File: src/design/ready_queue_cpu_scheduler_top_macros.svh
// assertion macros for the ready queue scheduler
`ifndef READY_QUEUE_CPU_SCHEDULER_TOP_MACROS_SVH
`define READY_QUEUE_CPU_SCHEDULER_TOP_MACROS_SVH
`ifndef SYNTHESIS
`define RQS_ASSERT(lbl, prop, msg) \
  lbl: assert property (@(posedge clk_i) disable iff (!rst_ni) (prop)) else $error(msg);
`define RQS_ASSERT_IMPL(lbl, ante, cons, msg) \
  lbl: assert property (@(posedge clk_i) disable iff (!rst_ni) (ante) |-> (cons)) \
    else $error(msg);
`define RQS_ASSERT_NEXT(lbl, ante, cons, msg) \
  lbl: assert property (@(posedge clk_i) disable iff (!rst_ni) (ante) |=> (cons)) \
    else $error(msg);
`else
`define RQS_ASSERT(lbl, prop, msg)
`define RQS_ASSERT_IMPL(lbl, ante, cons, msg)
`define RQS_ASSERT_NEXT(lbl, ante, cons, msg)
`endif
`endif

File: src/design/rqs_pkg.sv
// shared types and codes of the ready queue scheduler
package rqs_pkg;

  // event codes
  localparam logic [2:0] EV_WAKE    = 3'd0;
  localparam logic [2:0] EV_PREEMPT = 3'd1;
  localparam logic [2:0] EV_IDLE    = 3'd4;

  // result kinds
  localparam logic KIND_DISPATCH = 1'b0;
  localparam logic KIND_PREEMPT  = 1'b1;

  // configuration register indexes
  localparam int CFG_IDX_W  = 2;
  localparam int CFG_DATA_W = 16;
  localparam logic [CFG_IDX_W-1:0] CFG_PRIO_MODE = 2'd0;
  localparam logic [CFG_IDX_W-1:0] CFG_SLICE     = 2'd1;
  localparam logic [CFG_IDX_W-1:0] CFG_CPUS      = 2'd2;

  typedef struct packed {
    logic [7:0] id;
    logic [7:0] prio;
  } entry_t;

  typedef struct packed {
    logic       valid;
    logic [7:0] id;
    logic [7:0] prio;
  } slot_t;

  typedef enum logic [1:0] {
    Q_HOLD,
    Q_NEXT,
    Q_HEAD,
    Q_LOAD
  } qcell_op_e;

  typedef enum logic [1:0] {
    R_HOLD,
    R_NEXT,
    R_LOAD
  } rcell_op_e;

  typedef struct packed {
    qcell_op_e op;
    entry_t    load;
  } qcell_ctrl_t;

  typedef struct packed {
    rcell_op_e op;
    slot_t     load;
  } rcell_ctrl_t;

  typedef struct packed {
    logic        kind;
    logic [3:0]  target_cpu;
    logic        has_process;
    logic [7:0]  chosen_id;
    logic [15:0] slice;
    logic        overflow;
  } result_t;

  typedef enum logic [6:0] {
    ST_IDLE  = 7'b0000001,
    ST_RING  = 7'b0000010,
    ST_ENQ   = 7'b0000100,
    ST_PICK  = 7'b0001000,
    ST_QSCAN = 7'b0010000,
    ST_POP   = 7'b0100000,
    ST_EMIT  = 7'b1000000
  } state_e;

endpackage

File: src/design/rqs_ifs.sv
// handshake channel interfaces of the ready queue scheduler
interface rqs_ev_if;
  logic       valid;
  logic       ready;
  logic [2:0] mode;
  logic [3:0] cpu;
  logic [7:0] process_id;
  logic [7:0] priority_req;
  modport source (output valid, mode, cpu, process_id, priority_req, input ready);
  modport sink (input valid, mode, cpu, process_id, priority_req, output ready);
endinterface

interface rqs_res_if;
  logic        valid;
  logic        ready;
  logic        kind;
  logic [3:0]  target_cpu;
  logic        has_process;
  logic [7:0]  chosen_id;
  logic [15:0] slice;
  logic        overflow;
  modport source (output valid, kind, target_cpu, has_process, chosen_id, slice, overflow,
                  input ready);
  modport sink (input valid, kind, target_cpu, has_process, chosen_id, slice, overflow,
                output ready);
endinterface

interface rqs_cfg_if;
  logic                           valid;
  logic                           ready;
  logic [rqs_pkg::CFG_IDX_W-1:0]  index;
  logic [rqs_pkg::CFG_DATA_W-1:0] data;
  modport source (output valid, index, data, input ready);
  modport sink (input valid, index, data, output ready);
endinterface

File: src/design/rqs_qcell.sv
// one ready queue cell: holds an entry, takes its neighbor, the head or a new entry
module rqs_qcell (
  input  logic                 clk_i,
  input  rqs_pkg::qcell_ctrl_t ctrl_i,
  input  rqs_pkg::entry_t      next_i,
  input  rqs_pkg::entry_t      head_i,
  output rqs_pkg::entry_t      q_o
);

  rqs_pkg::entry_t entry_q, entry_d;

  always_comb begin
    case (ctrl_i.op)
      rqs_pkg::Q_NEXT: entry_d = next_i;
      rqs_pkg::Q_HEAD: entry_d = head_i;
      rqs_pkg::Q_LOAD: entry_d = ctrl_i.load;
      default:         entry_d = entry_q;
    endcase
  end

  always_ff @(posedge clk_i) begin
    entry_q <= entry_d;
  end

  assign q_o = entry_q;

endmodule

File: src/design/rqs_rcell.sv
// one running table cell: what a cpu runs, shifted around the ring or loaded
module rqs_rcell (
  input  logic                 clk_i,
  input  logic                 rst_ni,
  input  rqs_pkg::rcell_ctrl_t ctrl_i,
  input  rqs_pkg::slot_t       next_i,
  output rqs_pkg::slot_t       q_o
);

  logic       valid_q, valid_d;
  logic [7:0] id_q, id_d;
  logic [7:0] prio_q, prio_d;

  always_comb begin
    case (ctrl_i.op)
      rqs_pkg::R_NEXT: begin
        valid_d = next_i.valid;
        id_d    = next_i.id;
        prio_d  = next_i.prio;
      end
      rqs_pkg::R_LOAD: begin
        valid_d = ctrl_i.load.valid;
        id_d    = ctrl_i.load.id;
        prio_d  = ctrl_i.load.prio;
      end
      default: begin
        valid_d = valid_q;
        id_d    = id_q;
        prio_d  = prio_q;
      end
    endcase
  end

  always_ff @(posedge clk_i or negedge rst_ni) begin
    if (!rst_ni) begin
      valid_q <= 1'b0;
    end else begin
      valid_q <= valid_d;
    end
  end

  always_ff @(posedge clk_i) begin
    id_q   <= id_d;
    prio_q <= prio_d;
  end

  assign q_o = '{valid: valid_q, id: id_q, prio: prio_q};

endmodule

File: src/design/ready_queue_cpu_scheduler_top.sv
// multi-cpu ready queue scheduler: queue and running table as rows of cells
//
//  port   | dir | word                                          | taken when
//  cfg_i  | in  | index, data                                   | valid && ready
//  ev_i   | in  | mode, cpu, process_id, priority_req            | valid && ready
//  res_o  | out | kind, target_cpu, has_process, chosen_id,      | valid && ready
//         |     | slice, overflow                                |
//
// one event at a time; a wake-up in priority mode and a preempt turn the running ring once,
// a priority pick turns the queue once around its filled part
// a fifo wake-up only enqueues; yield/terminate/idle pick from the queue, idle on an empty
// queue gives no word; a preempt first puts the process that the cpu was running back in
// the queue
// reset empties the queue and marks every cpu idle; configuration resets too
// a waiting result sits in the output register, a new event is taken meanwhile
`include "ready_queue_cpu_scheduler_top_macros.svh"

module ready_queue_cpu_scheduler_top #(
  parameter int QUEUE_DEPTH = 16,
  parameter int MAX_CPUS    = 16
) (
  input logic       clk_i,
  input logic       rst_ni,
  rqs_cfg_if.sink   cfg_i,
  rqs_ev_if.sink    ev_i,
  rqs_res_if.source res_o
);

  localparam int QIW    = $clog2(QUEUE_DEPTH);
  localparam int QCW    = $clog2(QUEUE_DEPTH + 1);
  localparam int CPU_IW = (MAX_CPUS > 1) ? $clog2(MAX_CPUS) : 1;
  localparam int CMPW   = ((CPU_IW > 5) ? CPU_IW : 5) + 1;

  // configuration
  logic        prio_mode_q;
  logic [15:0] slice_q;
  logic [4:0]  cpus_q;

  // control
  rqs_pkg::state_e state_q, state_d;
  logic [QCW-1:0]    count_q, count_d;
  logic [CPU_IW-1:0] ring_q, ring_d;
  logic [QIW-1:0]    qstep_q, qstep_d;
  logic              out_valid_q, out_valid_d;

  // per-event working registers
  logic [2:0]        mode_q, mode_d;
  logic [3:0]        cpu_q, cpu_d;
  logic [7:0]        pid_q, pid_d;
  logic [7:0]        prio_q, prio_d;
  logic              ovf_q, ovf_d;
  logic [7:0]        lowest_q, lowest_d;
  logic              found_q, found_d;
  logic [CPU_IW-1:0] low_cpu_q, low_cpu_d;
  rqs_pkg::slot_t    cap_q, cap_d;
  logic [7:0]        best_id_q, best_id_d;
  logic [7:0]        best_prio_q, best_prio_d;
  logic [QIW-1:0]    pick_q, pick_d;
  rqs_pkg::result_t  res_q, res_d;
  rqs_pkg::result_t  out_q, out_d;

  // cells
  rqs_pkg::entry_t      qcell_q [QUEUE_DEPTH];
  rqs_pkg::entry_t      qnext   [QUEUE_DEPTH];
  rqs_pkg::qcell_ctrl_t qctrl   [QUEUE_DEPTH];
  rqs_pkg::slot_t       rslot   [MAX_CPUS];
  rqs_pkg::rcell_ctrl_t rctrl   [MAX_CPUS];

  rqs_pkg::entry_t enq_entry;
  logic            q_rotate;
  logic            q_full;

  // configuration port
  assign cfg_i.ready = 1'b1;

  always_ff @(posedge clk_i or negedge rst_ni) begin
    if (!rst_ni) begin
      prio_mode_q <= 1'b0;
      slice_q     <= '0;
      cpus_q      <= 5'd1;
    end else if (cfg_i.valid) begin
      case (cfg_i.index)
        rqs_pkg::CFG_PRIO_MODE: prio_mode_q <= cfg_i.data[0];
        rqs_pkg::CFG_SLICE:     slice_q     <= cfg_i.data[15:0];
        rqs_pkg::CFG_CPUS:      cpus_q      <= cfg_i.data[4:0];
        default: ;
      endcase
    end
  end

  assign q_full    = (count_q == QCW'(QUEUE_DEPTH));
  assign enq_entry = (mode_q == rqs_pkg::EV_WAKE) ? '{id: pid_q, prio: prio_q}
                                                  : '{id: cap_q.id, prio: cap_q.prio};
  // the queue turns once around its filled part during a priority search
  assign q_rotate  = ((state_q == rqs_pkg::ST_PICK) && prio_mode_q && (count_q > QCW'(1)))
                     || (state_q == rqs_pkg::ST_QSCAN);

  // queue cell controls
  always_comb begin
    for (int k = 0; k < QUEUE_DEPTH; k++) begin
      qctrl[k].op   = rqs_pkg::Q_HOLD;
      qctrl[k].load = enq_entry;
      if ((state_q == rqs_pkg::ST_ENQ) && !q_full && (QCW'(k) == count_q)) begin
        qctrl[k].op = rqs_pkg::Q_LOAD;
      end else if (q_rotate) begin
        if (QCW'(k + 1) < count_q) begin
          qctrl[k].op = rqs_pkg::Q_NEXT;
        end else if (QCW'(k + 1) == count_q) begin
          qctrl[k].op = rqs_pkg::Q_HEAD;
        end
      end else if ((state_q == rqs_pkg::ST_POP) && (QIW'(k) >= pick_q)
                   && (QCW'(k + 1) < count_q)) begin
        qctrl[k].op = rqs_pkg::Q_NEXT;
      end
    end
  end

  // running cell controls
  always_comb begin
    for (int k = 0; k < MAX_CPUS; k++) begin
      rctrl[k].op   = rqs_pkg::R_HOLD;
      rctrl[k].load = '{valid: 1'b1, id: best_id_q, prio: best_prio_q};
      if (state_q == rqs_pkg::ST_RING) begin
        rctrl[k].op = rqs_pkg::R_NEXT;
      end else if (CMPW'(k) == CMPW'(cpu_q)) begin
        if ((state_q == rqs_pkg::ST_PICK) && (count_q == '0)) begin
          rctrl[k].op         = rqs_pkg::R_LOAD;
          rctrl[k].load.valid = 1'b0;
        end else if (state_q == rqs_pkg::ST_POP) begin
          rctrl[k].op = rqs_pkg::R_LOAD;
        end
      end
    end
  end

  for (genvar g = 0; g < QUEUE_DEPTH; g++) begin : g_qcell
    if (g < QUEUE_DEPTH - 1) begin : g_mid
      assign qnext[g] = qcell_q[g+1];
    end else begin : g_last
      assign qnext[g] = qcell_q[g];
    end
    rqs_qcell u_qcell (
      .clk_i  (clk_i),
      .ctrl_i (qctrl[g]),
      .next_i (qnext[g]),
      .head_i (qcell_q[0]),
      .q_o    (qcell_q[g])
    );
  end

  for (genvar g = 0; g < MAX_CPUS; g++) begin : g_rcell
    rqs_rcell u_rcell (
      .clk_i  (clk_i),
      .rst_ni (rst_ni),
      .ctrl_i (rctrl[g]),
      .next_i (rslot[(g + 1) % MAX_CPUS]),
      .q_o    (rslot[g])
    );
  end

  assign ev_i.ready = (state_q == rqs_pkg::ST_IDLE);

  // sequencer
  always_comb begin
    state_d     = state_q;
    count_d     = count_q;
    ring_d      = ring_q;
    qstep_d     = qstep_q;
    out_valid_d = out_valid_q;
    mode_d      = mode_q;
    cpu_d       = cpu_q;
    pid_d       = pid_q;
    prio_d      = prio_q;
    ovf_d       = ovf_q;
    lowest_d    = lowest_q;
    found_d     = found_q;
    low_cpu_d   = low_cpu_q;
    cap_d       = cap_q;
    best_id_d   = best_id_q;
    best_prio_d = best_prio_q;
    pick_d      = pick_q;
    res_d       = res_q;
    out_d       = out_q;

    if (out_valid_q && res_o.ready) begin
      out_valid_d = 1'b0;
    end

    case (state_q)
      rqs_pkg::ST_IDLE: begin
        if (ev_i.valid) begin
          mode_d    = ev_i.mode;
          cpu_d     = ev_i.cpu;
          pid_d     = ev_i.process_id;
          prio_d    = ev_i.priority_req;
          ovf_d     = 1'b0;
          lowest_d  = ev_i.priority_req;
          found_d   = 1'b0;
          low_cpu_d = '0;
          cap_d     = '0;
          ring_d    = '0;
          if (ev_i.mode == rqs_pkg::EV_WAKE) begin
            state_d = rqs_pkg::ST_ENQ;
          end else if ((ev_i.mode > rqs_pkg::EV_IDLE)
                       || (CMPW'(ev_i.cpu) >= CMPW'(MAX_CPUS))) begin
            state_d = rqs_pkg::ST_IDLE;
          end else if (ev_i.mode == rqs_pkg::EV_PREEMPT) begin
            state_d = rqs_pkg::ST_RING;
          end else if ((ev_i.mode == rqs_pkg::EV_IDLE) && (count_q == '0)) begin
            state_d = rqs_pkg::ST_IDLE;
          end else begin
            state_d = rqs_pkg::ST_PICK;
          end
        end
      end
      rqs_pkg::ST_ENQ: begin
        if (q_full) begin
          ovf_d = 1'b1;
        end else begin
          count_d = count_q + QCW'(1);
        end
        if (mode_q == rqs_pkg::EV_WAKE) begin
          state_d = prio_mode_q ? rqs_pkg::ST_RING : rqs_pkg::ST_IDLE;
        end else begin
          state_d = rqs_pkg::ST_PICK;
        end
      end
      rqs_pkg::ST_RING: begin
        // cell 0 holds the slot of cpu ring_q during this pass
        ring_d = ring_q + CPU_IW'(1);
        if (mode_q == rqs_pkg::EV_WAKE) begin
          if ((CMPW'(ring_q) < CMPW'(cpus_q)) && rslot[0].valid
              && (rslot[0].prio < lowest_q)) begin
            lowest_d  = rslot[0].prio;
            found_d   = 1'b1;
            low_cpu_d = ring_q;
          end
        end else if (CMPW'(ring_q) == CMPW'(cpu_q)) begin
          cap_d = rslot[0];
        end
        if (ring_q == CPU_IW'(MAX_CPUS - 1)) begin
          ring_d = '0;
          if (mode_q == rqs_pkg::EV_WAKE) begin
            if (found_d) begin
              res_d.kind        = rqs_pkg::KIND_PREEMPT;
              res_d.target_cpu  = 4'(low_cpu_d);
              res_d.has_process = 1'b0;
              res_d.chosen_id   = '0;
              res_d.slice       = '0;
              res_d.overflow    = ovf_q;
              state_d           = rqs_pkg::ST_EMIT;
            end else begin
              state_d = rqs_pkg::ST_IDLE;
            end
          end else begin
            state_d = cap_d.valid ? rqs_pkg::ST_ENQ : rqs_pkg::ST_PICK;
          end
        end
      end
      rqs_pkg::ST_PICK: begin
        if (count_q == '0) begin
          res_d.kind        = rqs_pkg::KIND_DISPATCH;
          res_d.target_cpu  = cpu_q;
          res_d.has_process = 1'b0;
          res_d.chosen_id   = '0;
          res_d.slice       = slice_q;
          res_d.overflow    = ovf_q;
          state_d           = rqs_pkg::ST_EMIT;
        end else begin
          best_id_d   = qcell_q[0].id;
          best_prio_d = qcell_q[0].prio;
          pick_d      = '0;
          qstep_d     = QIW'(1);
          state_d     = q_rotate ? rqs_pkg::ST_QSCAN : rqs_pkg::ST_POP;
        end
      end
      rqs_pkg::ST_QSCAN: begin
        // strict compare keeps the earliest entry on ties
        if (qcell_q[0].prio > best_prio_q) begin
          best_id_d   = qcell_q[0].id;
          best_prio_d = qcell_q[0].prio;
          pick_d      = qstep_q;
        end
        qstep_d = qstep_q + QIW'(1);
        if ((QCW'(qstep_q) + QCW'(1)) == count_q) begin
          state_d = rqs_pkg::ST_POP;
        end
      end
      rqs_pkg::ST_POP: begin
        count_d           = count_q - QCW'(1);
        res_d.kind        = rqs_pkg::KIND_DISPATCH;
        res_d.target_cpu  = cpu_q;
        res_d.has_process = 1'b1;
        res_d.chosen_id   = best_id_q;
        res_d.slice       = slice_q;
        res_d.overflow    = ovf_q;
        state_d           = rqs_pkg::ST_EMIT;
      end
      rqs_pkg::ST_EMIT: begin
        if (!out_valid_q || res_o.ready) begin
          out_d       = res_q;
          out_valid_d = 1'b1;
          state_d     = rqs_pkg::ST_IDLE;
        end
      end
      default: begin
        state_d = rqs_pkg::ST_IDLE;
      end
    endcase
  end

  always_ff @(posedge clk_i or negedge rst_ni) begin
    if (!rst_ni) begin
      state_q     <= rqs_pkg::ST_IDLE;
      count_q     <= '0;
      ring_q      <= '0;
      qstep_q     <= '0;
      out_valid_q <= 1'b0;
    end else begin
      state_q     <= state_d;
      count_q     <= count_d;
      ring_q      <= ring_d;
      qstep_q     <= qstep_d;
      out_valid_q <= out_valid_d;
    end
  end

  always_ff @(posedge clk_i) begin
    mode_q      <= mode_d;
    cpu_q       <= cpu_d;
    pid_q       <= pid_d;
    prio_q      <= prio_d;
    ovf_q       <= ovf_d;
    lowest_q    <= lowest_d;
    found_q     <= found_d;
    low_cpu_q   <= low_cpu_d;
    cap_q       <= cap_d;
    best_id_q   <= best_id_d;
    best_prio_q <= best_prio_d;
    pick_q      <= pick_d;
    res_q       <= res_d;
    out_q       <= out_d;
  end

  assign res_o.valid       = out_valid_q;
  assign res_o.kind        = out_q.kind;
  assign res_o.target_cpu  = out_q.target_cpu;
  assign res_o.has_process = out_q.has_process;
  assign res_o.chosen_id   = out_q.chosen_id;
  assign res_o.slice       = out_q.slice;
  assign res_o.overflow    = out_q.overflow;

  `RQS_ASSERT(a_count_bound, count_q <= QCW'(QUEUE_DEPTH), "queue count above depth")
  `RQS_ASSERT(a_count_step, (count_q == $past(count_q)) || (count_q == $past(count_q) + QCW'(1)) || (count_q == $past(count_q) - QCW'(1)), "queue count jumped")
  `RQS_ASSERT_IMPL(a_pop_nonempty, state_q == rqs_pkg::ST_POP, count_q != '0, "pop from empty queue")
  `RQS_ASSERT_IMPL(a_ring_home, (state_q == rqs_pkg::ST_RING) && (state_d != rqs_pkg::ST_RING), ring_q == CPU_IW'(MAX_CPUS - 1), "ring left before a full turn")
  `RQS_ASSERT_NEXT(a_emit_waits, (state_q == rqs_pkg::ST_EMIT) && out_valid_q && !res_o.ready, state_q == rqs_pkg::ST_EMIT, "result overwrote a waiting word")

endmodule

File: src/flat_wrapper.sv
// flat-port wrapper written by rule: the top's interface ports become plain ports
module ready_queue_cpu_scheduler_top_flat 
#(
  parameter int QUEUE_DEPTH = 16,
  parameter int MAX_CPUS    = 16
)
  (clk_i, rst_ni, cfg_i_valid, cfg_i_index, cfg_i_data, cfg_i_ready, ev_i_valid, ev_i_mode, ev_i_cpu, ev_i_process_id, ev_i_priority_req, ev_i_ready, res_o_valid, res_o_kind, res_o_target_cpu, res_o_has_process, res_o_chosen_id, res_o_slice, res_o_overflow, res_o_ready);
  rqs_cfg_if cfg_i_i ();
  rqs_ev_if ev_i_i ();
  rqs_res_if res_o_i ();
  input logic clk_i;
  input logic rst_ni;
  input wire logic [$bits(cfg_i_i.valid)-1:0] cfg_i_valid;
  input wire logic [$bits(cfg_i_i.index)-1:0] cfg_i_index;
  input wire logic [$bits(cfg_i_i.data)-1:0] cfg_i_data;
  output wire logic [$bits(cfg_i_i.ready)-1:0] cfg_i_ready;
  input wire logic [$bits(ev_i_i.valid)-1:0] ev_i_valid;
  input wire logic [$bits(ev_i_i.mode)-1:0] ev_i_mode;
  input wire logic [$bits(ev_i_i.cpu)-1:0] ev_i_cpu;
  input wire logic [$bits(ev_i_i.process_id)-1:0] ev_i_process_id;
  input wire logic [$bits(ev_i_i.priority_req)-1:0] ev_i_priority_req;
  output wire logic [$bits(ev_i_i.ready)-1:0] ev_i_ready;
  output wire logic [$bits(res_o_i.valid)-1:0] res_o_valid;
  output wire logic [$bits(res_o_i.kind)-1:0] res_o_kind;
  output wire logic [$bits(res_o_i.target_cpu)-1:0] res_o_target_cpu;
  output wire logic [$bits(res_o_i.has_process)-1:0] res_o_has_process;
  output wire logic [$bits(res_o_i.chosen_id)-1:0] res_o_chosen_id;
  output wire logic [$bits(res_o_i.slice)-1:0] res_o_slice;
  output wire logic [$bits(res_o_i.overflow)-1:0] res_o_overflow;
  input wire logic [$bits(res_o_i.ready)-1:0] res_o_ready;
  assign cfg_i_i.valid = cfg_i_valid;
  assign cfg_i_i.index = cfg_i_index;
  assign cfg_i_i.data = cfg_i_data;
  assign cfg_i_ready = cfg_i_i.ready;
  assign ev_i_i.valid = ev_i_valid;
  assign ev_i_i.mode = ev_i_mode;
  assign ev_i_i.cpu = ev_i_cpu;
  assign ev_i_i.process_id = ev_i_process_id;
  assign ev_i_i.priority_req = ev_i_priority_req;
  assign ev_i_ready = ev_i_i.ready;
  assign res_o_valid = res_o_i.valid;
  assign res_o_kind = res_o_i.kind;
  assign res_o_target_cpu = res_o_i.target_cpu;
  assign res_o_has_process = res_o_i.has_process;
  assign res_o_chosen_id = res_o_i.chosen_id;
  assign res_o_slice = res_o_i.slice;
  assign res_o_overflow = res_o_i.overflow;
  assign res_o_i.ready = res_o_ready;
  ready_queue_cpu_scheduler_top #(.QUEUE_DEPTH(QUEUE_DEPTH), .MAX_CPUS(MAX_CPUS)) u_core (.clk_i(clk_i), .rst_ni(rst_ni), .cfg_i(cfg_i_i), .ev_i(ev_i_i), .res_o(res_o_i));
endmodule
File: config.mk
export PLATFORM = sky130hd
export DESIGN_NAME = ready_queue_cpu_scheduler_top_flat
export DESIGN_NICKNAME = d
export VERILOG_FILES = /design/src/design/rqs_pkg.sv /design/src/design/rqs_ifs.sv /design/src/design/rqs_qcell.sv /design/src/design/rqs_rcell.sv /design/src/design/ready_queue_cpu_scheduler_top.sv /design/src/flat_wrapper.sv
export VERILOG_INCLUDE_DIRS = /design/src /design/src/design
export SDC_FILE = /design/constraint.sdc
export NUM_CORES = 1
export LEC_CHECK = 0
export ABC_AREA = 1
export BUFFER_PORTS_ARGS = -buffer_cell sky130_fd_sc_hd__buf_2
export CAP_MARGIN = 20
export CORE_MARGIN = 5
export CORE_UTILIZATION = 45
export DETAILED_ROUTE_END_ITERATION = 10
export PLACE_DENSITY = 0.65
export SETUP_SLACK_MARGIN = 0.1
export SLEW_MARGIN = 40
export SYNTH_ARGS = -nofsm -noshare
export SYNTH_HDL_FRONTEND = slang
export SYNTH_SLANG_ARGS = --single-unit
File: constraint.sdc
create_clock -name clk_i -period 4.45 [get_ports clk_i]
set_input_delay 0.6675 -clock clk_i [delete_from_list [all_inputs] [get_ports clk_i]]
set_output_delay 0.6675 -clock clk_i [all_outputs]
set_load 0.02 [all_outputs]
==> impl_results.md <==
- Status: finished clean
- Startpoint type of the worst setup path: flop
- Number of global-route vias before repair: 22.77k
- Actual slew at the worst max-slew pin: 0.9312 ns
- Nets: 3174
- Worst-path clk slew: 0.06 ns
- Seq cells post-synth: 707
- Clk buf depth: 3
- Max-slew violation count: 0
- 1st-iter DRT viols: 2885
- Remaining Overflow, GRT: 0
- Via density: 5.800
- Share of layout cells above drive strength 1: 0.1076
- Syn Nets: 3147
- WHS Path Cells: 1
- Filler cell count: 6228
- CP endpoint kind: flop
- Die Ht: 276.7 µm
- Clock latency on the worst-skew pair: 0.64 ns
- Root Buffer: clkbuf_16
- Crit path time final: 3.607 ns
- Worst path most repeated cell: nand2_1
- Row Count: 97
- Number of diodes: 0
- Drc violations: 0
- Crit-path slowest cell: nand3_1
- Final setup fails: 0
- Register area share after synthesis: 0.6540
- Number of synthesized flops with an enable pin: 648
- Post-DP HPWL: 63.22 mm
- Drt wl/cell: 23.53 µm
- Synth area leaders: edfxtp_1 (61%), nand2_1 (10%), o21ai_0 (5.0%)
- P&R area growth vs syn: 11.70%
- Via Count: 23.78k
- Setup WS post-layout: 0.8428 ns
- Post-CTS setup buffer count: 0
- HP Class: primary input to flop
- Initial antenna violation count: 1
- Yosys warning total: 0
- Reg2reg path depth: 9
- Post-synth top flop: edfxtp_1
- Final hold viol count: 0
- Final wirelength: 96.43 mm
- CP Class: flop to flop
- Mapped Area: 32020 µm²
- Leak pwr: 14.08 nW
- Total clock buffers created by CTS: 72
- Crit path DAT: 3.83 ns
- P per Cell Area: 483.3 nW/µm²
- Gpl congestion: 0.9703
- Required time of the critical path: 4.67 ns
- Period Utilization, post-route: 0.8106
- Final core occ: 0.5089
- CP peak stage delay: 0.58 ns
- Die width: 276.7 µm
- Post-CTS Hold Buffers: 0
- Port bufs: 78
- Peak VDD IR: 326.4 µV
- Final ANT Viol Nets: 0
- # IOs: 80
- Setup Skew: 0.02273 ns
- Post-Syn Area per Cell: 10.41 µm²
- Cells along the critical path: inv_1 -> ha_1 -> nand3_1 -> nand2_1 -> clkinv_1 -> nand3_1 -> nand2_1 -> inv_2 -> nand2_1
- Die area: 76580 µm²
- Share of the synthesized area in the top cell type: 0.6078
- Maximum Capacitance Violations: 0
- Global-route wire length before repair: 141.4 mm
- Drt pass-1 iters: 6
- Synth Instances: 3076
- Setup TNS: 0 ns
- Number of H-tree levels: 3
- Largest net degree at the start of global routing: 69
- Core outline area: 70270 µm²
- Max-slew headroom: 0.3785
- RSZ-0062 raised after global routing: no
- Worst slack, placed: 0.9376 ns
- TritonCTS clock tree: yes
- Max FO, Critical Path: 17
- Post-CTS Resized: 0
- Starting Density: 0.4556
- Total Routing Usage GR: 0.2419
- Ys async rst share: 0.08345
- Fmax: 277.2 MHz
- Yosys cell types: 46
- Synth area leader: edfxtp_1
- CTS Sinks: 707
## kinds of logic (layout without fill, tap and decap cells)
| logic type | count (synthesis) | in the layout | synth area share |
|---|---|---|---|
| AOI/OAI and AO/OA | 527 | 527 | 0.09676 |
| adders and majority gates | 25 | 25 | 0.009770 |
| DFF | 707 | 707 | 0.6540 |
| buffers and inverters | 419 | 502 | 0.05272 |
| and+or+nand+nor | 1388 | 1388 | 0.1842 |
| xor gates and xnor gates | 9 | 9 | 0.002462 |
| other | 1 | 1 | 0.0001171 |
## state kept, by name (all words and copies together) (netlist names), 16 cells and up
signal / count
u_core.cap_q: 17
u_core.g_qcell.u_qcell.q_o: 256
u_core.g_rcell.u_rcell.id_q: 128
u_core.g_rcell.u_rcell.prio_q: 128
u_core.g_rcell.u_rcell.valid_q: 16
u_core.res_o.slice: 16
u_core.res_q: 31
u_core.slice_q: 16
## per-stage QoR
step,instances,total power (W),area (µm²),hold slack [ns]
finish,4099,0.01729,35760,0.2154
global route,4099,0.01782,35760,0.1935
CTS,4097,0.01729,35730,0.1087
detailed placement,3967,0.01111,33310,0.4045
global placement,3966,0.01105,33250,0.4016
floorplan,3076,0.009698,32020,0.3719
## cells in the mapped netlist, drive strengths merged (2+ instances only)
cell / instances
a21oi: 37
a31oi: 2
and2: 16
buf: 66
clkbuf: 124
clkinv: 5
dfrtp: 57
dfstp: 2
edfxtp: 648
ha: 25
inv: 224
nand2: 897
nand3: 313
nand3b: 6
nand4: 10
nor2: 131
nor3: 13
o211ai: 45
o21ai: 335
o221ai: 49
o22ai: 53
o31ai: 2
or2: 2
xor2: 9
## layout make-up
class | instances | area (µm²) | area share
Clock buffer | 87 | 1918 | 0.05363
Multi-Input combinational cell | 1950 | 9464 | 0.2646
Tap cell | 940 | 1176 | 0.03289
Timing Repair Buffer | 143 | 907.1 | 0.02536
Clock inverter | 43 | 501.7 | 0.01403
Inverter | 229 | 859.6 | 0.02403
Sequential cell | 707 | 20940 | 0.5854
## cells in the final DEF (no fill, tap or decap), types with 5 or more instances in the layout
cell type,Yosys,routed
nand2_1,889,886
buf_4,4,62
nor2_1,119,118
a21oi_1,33,31
inv_1,209,202
nand4_1,10,10
clkbuf_8,0,6
clkbuf_1,111,9
o211ai_1,37,37
and2_1,16,16
nor3_4,6,6
clkbuf_16,0,72
o211ai_2,8,8
bufinv_16,0,7
xor2_1,9,9
inv_2,15,22
nand3_2,6,15
o21ai_0,319,315
o22ai_1,53,53
o21ai_1,16,20
nand3b_1,6,6
nor2_2,7,8
nand2_2,6,9
nand3_1,307,298
clkinvlp_4,0,7
nor3_1,6,6
ha_1,25,25
buf_2,49,77
dfrtp_1,57,57
edfxtp_1,648,648
o221ai_1,49,49
clkinv_2,0,10
nor2_4,5,5
clkinv_1,5,15
## worst paths after layout
check,startpoint,end,slack [ns]
hold / removal,ev_i_cpu[3],u_core.cpu_q[3],0.22
setup reg to reg,u_core.count_q[1],u_core.g_qcell[1].u_qcell.q_o[8],0.84
hold reg to reg,u_core.res_q[1],u_core.res_o.slice[0],0.42
min in group asynchronous,rst_ni,u_core.slice_q[4],0.56
max in group asynchronous,rst_ni,u_core.g_rcell[14].u_rcell.valid_q,3.09
setup / recovery,u_core.count_q[1],u_core.g_qcell[1].u_qcell.q_o[8],0.84
## worst max-delay path, delay by kind of cell (launching register included)
family,cells,cell delay [ns]
flip-flops,1,0.47
AND/OR/NAND/NOR,5,1.54
adder cells (fa/ha/maj),1,0.27
buffers and inverters,3,0.92
## power breakdown
part	total [W]	internal (W)	leakage [nW]	switching, W
clock	0.00621	0.00353	1.16	0.00267
combinational	0.00285	0.000565	6.29	0.00229
sequential	0.00823	0.00795	6.62	0.000281
total	0.0173	0.0120	14.1	0.00524
## per-layer routing
| metal | wire [µm] | vias up | GRT usage |
|---|---|---|---|
| met1 | 38210 | 11668 | 0.3172 |
| li1 | - | 10733 | - |
| met2 | 45570 | 1120 | 0.3959 |
| met4 | 4608 | 0 | 0.1030 |
| met5 | 0 | - | 0 |
| met3 | 8039 | 254 | 0.04898 |
Power figures use the tool's default switching activity.
